File: config.mk
export PLATFORM = sky130hd
export DESIGN_NAME = dcp_ctrl
export DESIGN_NICKNAME = d
export VERILOG_FILES = /design/src/hw/rtl/dcp_pkg.sv /design/src/hw/rtl/dcp_ctrl.sv
export SDC_FILE = /design/constraint.sdc
export NUM_CORES = 1
export LEC_CHECK = 0
export ABC_AREA = 1
export BUFFER_PORTS_ARGS = -buffer_cell sky130_fd_sc_hd__buf_2
export CAP_MARGIN = 20
export CORE_AREA = 2 2 39 41
export DETAILED_ROUTE_END_ITERATION = 10
export DIE_AREA = 0 0 41 43
export GPL_TIMING_DRIVEN = 0
export PLACE_DENSITY_LB_ADDON = 0.1
export REMOVE_ABC_BUFFERS = 1
export SKIP_LAST_GASP = 1
export SYNTH_ARGS = -nofsm -noshare
export SYNTH_HDL_FRONTEND = slang
export SYNTH_SLANG_ARGS = --single-unit
File: constraint.sdc
create_clock -name clk -period 1.1 [get_ports clk]
set_input_delay 0.11 -clock clk [delete_from_list [all_inputs] [get_ports clk]]
set_output_delay 0.11 -clock clk [all_outputs]
set_load 0.005 [all_outputs]
File: src/hw/rtl/dcp_pkg.sv
`timescale 1ns / 1ps

package dcp_pkg;

    // Default geometry limits for the column and row counters.
    localparam int DEF_MAX_COLUMNS = 4096;
    localparam int DEF_MAX_ROWS    = 4096;

    // Field widths.
    localparam int DEPTH_W   = 16;
    localparam int COLOR_W   = 32;
    localparam int COORD_W   = 32;
    localparam int Z_W       = 23;
    localparam int INV_W     = 24;
    localparam int CENTER_W  = 16;
    localparam int ROW_LEN_W = 13;

    // Configuration port.
    localparam int CFG_IDX_W  = 3;
    localparam int CFG_DATA_W = 24;

    // Register reset values.
    localparam logic [INV_W-1:0]     RST_INV_FOCAL_X = 24'd28234;
    localparam logic [INV_W-1:0]     RST_INV_FOCAL_Y = 24'd28386;
    localparam logic [CENTER_W-1:0]  RST_CENTER_X    = 16'd5429;
    localparam logic [CENTER_W-1:0]  RST_CENTER_Y    = 16'd3884;
    localparam logic [ROW_LEN_W-1:0] RST_ROW_LENGTH  = 13'd512;

    // Depth to meters: z = floor(depth * 8192 / 125), done as
    // (depth * ceil(2^36 / 125)) >> 23, which is exact for 16-bit depths.
    localparam int               Z_RECIP_W = 30;
    localparam logic [29:0]      Z_RECIP   = 30'd549755814;
    localparam int               ZP_W      = DEPTH_W + Z_RECIP_W;
    localparam int               Z_SHIFT   = 23;

    // Fraction bits dropped after the reciprocal focal multiply.
    localparam int FRAC_SHIFT = 28;
    // Low slice width of the distance product for the split multiply.
    localparam int SPLIT_W    = 22;

    typedef enum logic [CFG_IDX_W-1:0] {
        REG_INV_FOCAL_X = 3'd0,
        REG_INV_FOCAL_Y = 3'd1,
        REG_CENTER_X    = 3'd2,
        REG_CENTER_Y    = 3'd3,
        REG_ROW_LENGTH  = 3'd4
    } cfg_reg_e;

    typedef enum logic [2:0] {
        ST_IDLE,
        ST_DIST,
        ST_PART,
        ST_SUM,
        ST_DONE
    } state_t;

    typedef struct packed {
        logic [DEPTH_W-1:0] depth_mm;
        logic [COLOR_W-1:0] color_bgra;
        logic               frame_start;
    } pixel_t;

    typedef struct packed {
        logic signed [COORD_W-1:0] point_x;
        logic signed [COORD_W-1:0] point_y;
        logic [Z_W-1:0]            point_z;
        logic [COLOR_W-1:0]        color_out;
        logic                      row_end;
    } point_t;

    typedef struct packed {
        logic load_in;
        logic distance;
        logic part;
        logic sum;
        logic load_out;
    } ctrl_cmd_t;

endpackage

File: src/hw/rtl/dcp_ctrl.sv
`timescale 1ns / 1ps

module dcp_ctrl
(
    input  logic               clk,
    input  logic               rst_n,
    input  logic               pixel_valid,
    output logic               pixel_stall,
    output logic               point_valid,
    input  logic               point_stall,
    output dcp_pkg::ctrl_cmd_t cmd
);
    import dcp_pkg::*;

    state_t state_reg;
    state_t state_next;
    logic   out_valid_reg;
    logic   out_valid_next;

    always_ff @(posedge clk or negedge rst_n)
    begin
        if (!rst_n)
        begin
            state_reg     <= ST_IDLE;
            out_valid_reg <= 1'b0;
        end
        else
        begin
            state_reg     <= state_next;
            out_valid_reg <= out_valid_next;
        end
    end

    always_comb
    begin
        state_next     = state_reg;
        out_valid_next = out_valid_reg;
        cmd            = '0;
        if (out_valid_reg && !point_stall)
        begin
            out_valid_next = 1'b0;
        end
        unique case (state_reg)
            ST_IDLE:
            begin
                if (pixel_valid)
                begin
                    cmd.load_in = 1'b1;
                    state_next  = ST_DIST;
                end
            end
            ST_DIST:
            begin
                cmd.distance = 1'b1;
                state_next   = ST_PART;
            end
            ST_PART:
            begin
                cmd.part   = 1'b1;
                state_next = ST_SUM;
            end
            ST_SUM:
            begin
                cmd.sum    = 1'b1;
                state_next = ST_DONE;
            end
            ST_DONE:
            begin
                // The result register frees up in the same cycle its word is taken.
                if (!out_valid_reg || !point_stall)
                begin
                    cmd.load_out   = 1'b1;
                    out_valid_next = 1'b1;
                    state_next     = ST_IDLE;
                end
            end
            default:
            begin
                state_next = ST_IDLE;
            end
        endcase
    end

    assign pixel_stall = (state_reg != ST_IDLE);
    assign point_valid = out_valid_reg;

endmodule

==> results of run 1 <==
==> synthesized netlist by cell type <==
cell                       number
sky130_fd_sc_hd__nand3_2        1
sky130_fd_sc_hd__o21ai_1        1
sky130_fd_sc_hd__nor2_2         1
sky130_fd_sc_hd__dfrtp_1        4
sky130_fd_sc_hd__o211ai_1       1
sky130_fd_sc_hd__inv_2          3
sky130_fd_sc_hd__o21ai_2        1
sky130_fd_sc_hd__nor2_1         2
sky130_fd_sc_hd__nand3_1        2
sky130_fd_sc_hd__inv_1          5
sky130_fd_sc_hd__nand3_4        1
sky130_fd_sc_hd__nand2_1        3
==> layout make-up <==
| class | instances | area share, % |
|---|---|---|
| Clock buffer | 3 | 6.41 |
| Inverter | 8 | 8.54 |
| Multi-Input combinational cell | 13 | 27.4 |
| Sequential cell | 4 | 28.5 |
| Tap cell | 16 | 5.69 |
| Timing Repair Buffer | 14 | 23.5 |
==> metrics by stage <==
| stage | utilization, % | setup TNS, ns | cells |
|---|---|---|---|
| after floorplan | - | 0 | 25 |
| after global placement | 20.5 | 0 | 51 |
| after detailed placement | 20.5 | 0 | 51 |
| after CTS | 24.0 | -0.224 | 57 |
| after global routing | 25.4 | -0.592 | 58 |
| final | 25.4 | -0.124 | 58 |
==> power breakdown <==
part	total [uW]	leakage [uW]	internal [uW]	switching (uW)
registers	272	0.0000517	215	56.8
logic	509	0.000147	233	276
clock network	178	0.0000138	122	56.5
==> worst max-delay path, cell delays in order, from the launching register on <==
cell                      delay (ns)
sky130_fd_sc_hd__dfrtp_1        0.40
sky130_fd_sc_hd__inv_2          0.12
sky130_fd_sc_hd__nand3_2        0.10
sky130_fd_sc_hd__nor2_2         0.07
sky130_fd_sc_hd__buf_2          0.11
==> routing by layer <==
metal | track usage (%) | wire length, um | part of all wire [%] | up-vias
met2 | 10.3 | 264 | 54 | 5
met1 | 8.17 | 195 | 40 | 99
met5 | 0 | 0 | 0 | -
met3 | 1.57 | 29 | 5.9 | 0
met4 | 8.00 | 0 | 0 | 0
li1 | - | - | - | 111
==> kinds of logic (layout without fill, tap and decap cells) <==
| logic type | after synthesis | after routing | synth area share [%] |
|---|---|---|---|
| buffers and inverters | 8 | 25 | 14.0 |
| AO/OA/AOI/OAI | 3 | 3 | 9.94 |
| flip-flops | 4 | 4 | 46.8 |
| AND/OR/NAND/NOR | 10 | 10 | 29.2 |
==> final timing paths <==
| kind | from | to | slack (ns) | depth (start not counted) |
|---|---|---|---|---|
| setup / recovery | state_reg[0] | cmd[4] | -0.04 | 4 |
| max in group asynchronous | rst_n | state_reg[0] | 0.77 | 2 |
| setup reg to reg | state_reg[0] | state_reg[2] | 0.19 | 4 |
| hold reg to reg | point_valid | point_valid | 0.54 | 2 |
| hold / removal | pixel_valid | state_reg[0] | 0.13 | 3 |
| min in group asynchronous | rst_n | state_reg[2] | 0.21 | 2 |
==> repair_timing <==
action / CTS / global route
buffers inserted: 2 / 1
gates resized for setup: 0 / 4
gates cloned: 0 / 0
setup endpoints to repair: 6 / 6
hold buffers: 1 / 0
endpoints found under the hold margin: 4 / 0
pin swaps: 3 / 5
==> metrics.log, run 1 <==
INFO  metric status = finished, violations left
INFO  metric violations = setup timing
INFO  metric report.final.hold_viol_count = 0
INFO  metric via_count = 215
INFO  metric chip_height = 43 um
INFO  metric area_post_placement = 284 um^2
INFO  metric maximum_level_of_the_cts_h_tree = 1
INFO  metric synthDistinctLibCells = 12
INFO  metric final.min_clock_period = 1.14 ns
INFO  metric total_routing_usage_reported_by_global_routing = 7.37%
INFO  metric initial_utilization = 15.5%
INFO  metric largest_area_contributor_in_the_netlist = sky130_fd_sc_hd__dfrtp_1
INFO  metric synth_area = 214 um^2
INFO  metric fp.dieArea = 0.00176 mm^2
INFO  metric clkSinkCount = 4
INFO  metric drt-wirelength-per-cell = 8.41 um
INFO  metric num_rows = 14
INFO  metric power_leakage = 0.000212 uW
INFO  metric clock_root_buffer_master = sky130_fd_sc_hd__clkbuf_4
INFO  metric remaining_global_route_overflow = 0
INFO  metric cp-start-kind = flip-flop
INFO  metric synth.top_cell.area_share = 46.8%
INFO  metric filler_cell_count = 170
INFO  metric clock.fmax = 877 MHz
INFO  metric antenna_cells_inserted = 0
INFO  metric setup_viol = 4
INFO  metric via_count_of_the_first_global_routing_pass = 220
INFO  metric syn_to_final_growth = 64.3%
INFO  metric most_frequent_cells_in_the_layout = sky130_fd_sc_hd__buf_2, sky130_fd_sc_hd__inv_1, sky130_fd_sc_hd__dfrtp_1
INFO  metric design.core.area = 0.00138 mm^2
INFO  metric io-pin-count = 11
INFO  metric synthesis.yosys.warnings = 0
INFO  metric ys_seq_elements = 4
INFO  metric cts_inserted_buffers = 3
INFO  metric fp.dieW = 41 um
INFO  metric post_synth_inst_count = 25
INFO  metric slew_viol_final = 0
INFO  metric slew_at_the_pin_closest_to_its_max_slew_limit = 0.147 ns
INFO  metric endpoint_kind = output pin
INFO  metric place_ws = 0.167 ns
INFO  metric synth.avg_cell_area = 8.56 um^2
INFO  metric multi_input_area = 96.3 um^2
INFO  metric drc_errors = 0
INFO  metric drive_gt1_share = 64.3%
INFO  metric fin_worst_skew = 0.000923 ns
INFO  metric post-route-cell-area = 352 um^2
INFO  metric finish.net_count = 48
INFO  metric gpl.final_weighted_congestion = 0.610
INFO  metric path_class = flip-flop to output pin
INFO  metric port-buffer-count = 10
INFO  metric grt_max_degree = 6
INFO  metric timing.critical_path.arrival = 1.03 ns
INFO  metric insertion_delay = 0.23 ns
INFO  metric first_pass_iters = 1
INFO  metric via_per_inst = 3.71
INFO  metric grt_first_pass_wirelength = 828 um
INFO  metric max-slew-margin-rel = 90.2%
INFO  metric ant_nets = 0
INFO  metric seqCellArea = 100 um^2
INFO  metric final_common_cell = sky130_fd_sc_hd__buf_2
INFO  metric clock_edge_transition_at_the_registers_on_the_reported_setup_and_hold_paths = 0.04 ns
INFO  metric vdd_drop_max = 730 uV
INFO  metric holdWs = 0.131 ns
INFO  metric grt_antenna_before_repair = 0
INFO  metric fin_total_pwr = 959 uW
INFO  metric power_density = 2730 mW/mm^2
INFO  metric synth_top_cells_by_area = sky130_fd_sc_hd__dfrtp_1, sky130_fd_sc_hd__inv_1, sky130_fd_sc_hd__nand3_4
INFO  metric number_of_violations_of_the_max_capacitance_limit = 0
INFO  metric clock_tree.buffer_depth = 2
INFO  metric place_hpwl = 393 um
INFO  metric part_of_the_yosys_area_used_for_sequential_elements = 46.8%
INFO  metric drt_iter0_markers = 0
INFO  metric tritoncts = done
INFO  metric min-delay-path-class = input port to flip-flop
INFO  metric critical_path.max_fanout = 4
INFO  metric totalWireLength = 488 um
INFO  metric required_time_reported_for_the_critical_path_endpoint = 0.99 ns
INFO  metric setup_slack = -0.0401 ns
INFO  metric largest_register_ff_count = 3
INFO  metric period_share = 104%
INFO  metric grt_setup_unrepaired = true
Power figures use the tool's default switching activity.
==> inputs of run 2 (changes only) <==
Settings changed: CTS_BUF_LIST set to sky130_fd_sc_hd__clkbuf_8.
==> run 2 against run 1 <==
The run still ends with setup timing left; sequential cell count unchanged; clock skew decreased by 0.00081 ns; critical path depth unchanged; first-iteration DRC count unchanged; combinational power about the same; final cell count unchanged; highest routed layer unchanged.
==> metrics.log, run 2 (synthesis gave the netlist of run 1 again) <==
INFO  metric setup_slack = -0.0232 ns
INFO  metric setup_tns = -0.0580 ns
INFO  metric largest_register_ff_count = 3
INFO  metric most_frequent_cells_in_the_layout = sky130_fd_sc_hd__buf_2, sky130_fd_sc_hd__inv_1, sky130_fd_sc_hd__dfrtp_1
INFO  metric slew_viol_final = 0
INFO  metric via_count = 216
INFO  metric place_hpwl = 393 um
INFO  metric num_rows = 14
INFO  metric fp.dieArea = 0.00176 mm^2
INFO  metric fp.dieW = 41 um
INFO  metric power_density = 2940 mW/mm^2
INFO  metric via_per_inst = 3.72
INFO  metric syn_to_final_growth = 73.1%
INFO  metric area_post_placement = 284 um^2
INFO  metric sequentialPowerShare = 25.0%
INFO  metric drt-wirelength-per-cell = 8.57 um
INFO  metric slew_at_the_pin_closest_to_its_max_slew_limit = 0.147 ns
INFO  metric setup_viol = 3
INFO  metric cp-start-kind = flip-flop
INFO  metric critical_path.max_fanout = 4
INFO  metric design.core.area = 0.00138 mm^2
INFO  metric gpl.final_weighted_congestion = 0.610
INFO  metric instances_no_fill = 58
INFO  metric tritoncts = done
INFO  metric grt_antenna_before_repair = 0
INFO  metric ant_nets = 0
INFO  metric final.min_clock_period = 1.12 ns
INFO  metric share_clk_of_total_power = 28.2%
INFO  metric sw_frac_of_total = 37.3%
INFO  metric filler_cell_count = 167
INFO  metric endpoint_kind = output pin
INFO  metric required_time_reported_for_the_critical_path_endpoint = 0.99 ns
INFO  metric number_of_violations_of_the_max_capacitance_limit = 0
INFO  metric totalWireLength = 497 um
INFO  metric port-buffer-count = 10
INFO  metric power_leakage = 0.000220 uW
INFO  metric cts_inserted_buffers = 3
INFO  metric via_count_of_the_first_global_routing_pass = 220
INFO  metric drt_iter0_markers = 0
INFO  metric switching_power = 406 uW
INFO  metric timing.critical_path.arrival = 1.01 ns
INFO  metric clock_edge_transition_at_the_registers_on_the_reported_setup_and_hold_paths = 0.03 ns
INFO  metric grt_setup_unrepaired = true
INFO  metric remaining_global_route_overflow = 0
INFO  metric initial_utilization = 15.5%
INFO  metric numPlacedInstances = 51
INFO  metric grt_max_degree = 6
INFO  metric chip_height = 43 um
INFO  metric report.final.hold_viol_count = 0
INFO  metric period_share = 102%
INFO  metric share_comb_of_total_power = 46.8%
INFO  metric clock.fmax = 890 MHz
INFO  metric drive_gt1_share = 64.3%
INFO  metric finish.net_count = 48
INFO  metric grt_first_pass_wirelength = 828 um
INFO  metric fin_total_pwr = 1090 uW
INFO  metric clock_tree.buffer_depth = 2
INFO  metric clock_root_buffer_master = sky130_fd_sc_hd__clkbuf_8
INFO  metric vdd_drop_max = 935 uV
INFO  metric post-route-cell-area = 370 um^2
INFO  metric final_common_cell = sky130_fd_sc_hd__buf_2
INFO  metric io-pin-count = 11
INFO  metric status = finished, violations left
INFO  metric final_core_util = 26.8%
INFO  metric max-slew-margin-rel = 90.2%
INFO  metric p_int = 681 uW
INFO  metric min_path_cells = 3
INFO  metric min-delay-path-class = input port to flip-flop
INFO  metric fin_worst_skew = 0.000111 ns
INFO  metric clkSinkCount = 4
INFO  metric drc_errors = 0
INFO  metric maximum_level_of_the_cts_h_tree = 1
INFO  metric antenna_cells_inserted = 0
INFO  metric path_class = flip-flop to output pin
INFO  metric r2r.worst_path.cells = 4
INFO  metric first_pass_iters = 1
INFO  metric total_routing_usage_reported_by_global_routing = 7.37%
INFO  metric violations = setup timing
INFO  metric insertion_delay = 0.21 ns
-- run 2: cell counts in the layout (fill, tap and decap cells not counted) --
No cell type changed its count.
-- run 2: power groups by stage --
stage / clock [uW] / sequential, uW / combinational, uW
5_1_grt: 319 / 283 / 584
4_1_cts: 315 / 269 / 470
2_1_floorplan: 0 / 267 / 269
3_3_place_gp: 0 / 272 / 422
3_5_place_dp: 0 / 275 / 428
6_report: 306 / 272 / 509
-- run 2: cell type report --
class | count | area [um^2] | area share [%]
Clock buffer | 3 | 41.3 | 11.1
Inverter | 8 | 30.0 | 8.11
Multi-Input combinational cell | 13 | 96.3 | 26.0
Sequential cell | 4 | 100 | 27.0
Tap cell | 16 | 20.0 | 5.41
Timing Repair Buffer | 14 | 82.6 | 22.3
-- run 2: repair_timing --
item | 4_1_cts | 5_1_grt
hold buffers | 1 | 0
resized for setup | 0 | 4
setup buffers | 2 | 1
pin swaps | 3 | 5
hold endpoints to repair | 4 | 0
setup endpoints to repair | 5 | 6
-- run 2: layer usage --
metal  share of wire, %  vias to the layer above  GRT usage [%]
met1                 41                      100           8.17
li1                   -                      111              -
met4                  0                        0           8.00
met2                 53                        5           10.3
met3                5.8                        0           1.57
met5                  0                        -              0
-- run 2: worst paths after layout --
path                            slack, ns         start            to
worst max-delay path                -0.02  state_reg[0]        cmd[4]
worst min-delay path                 0.15   pixel_valid  state_reg[0]
worst max register to register       0.19  state_reg[0]  state_reg[2]
worst min register to register       0.54   point_valid   point_valid
max in group asynchronous            0.75         rst_n   point_valid
min in group asynchronous            0.23         rst_n  state_reg[1]
-- run 2: metrics by stage --
stage / hold slack, ns / setup WS (ns)
after detailed placement: -0.0799 / 0.167
after global routing: 0.183 / -0.104
after CTS: 0.150 / -0.0443
final: 0.147 / -0.0232
after global placement: -0.0800 / 0.198
after floorplan: -0.186 / 0.313
-- run 2: critical path, cell delays in order (launching register included) --
cell and delay (ns):
sky130_fd_sc_hd__dfrtp_1 0.40, sky130_fd_sc_hd__inv_2 0.12, sky130_fd_sc_hd__nand3_2 0.10, sky130_fd_sc_hd__nor2_2 0.07
sky130_fd_sc_hd__buf_2 0.11
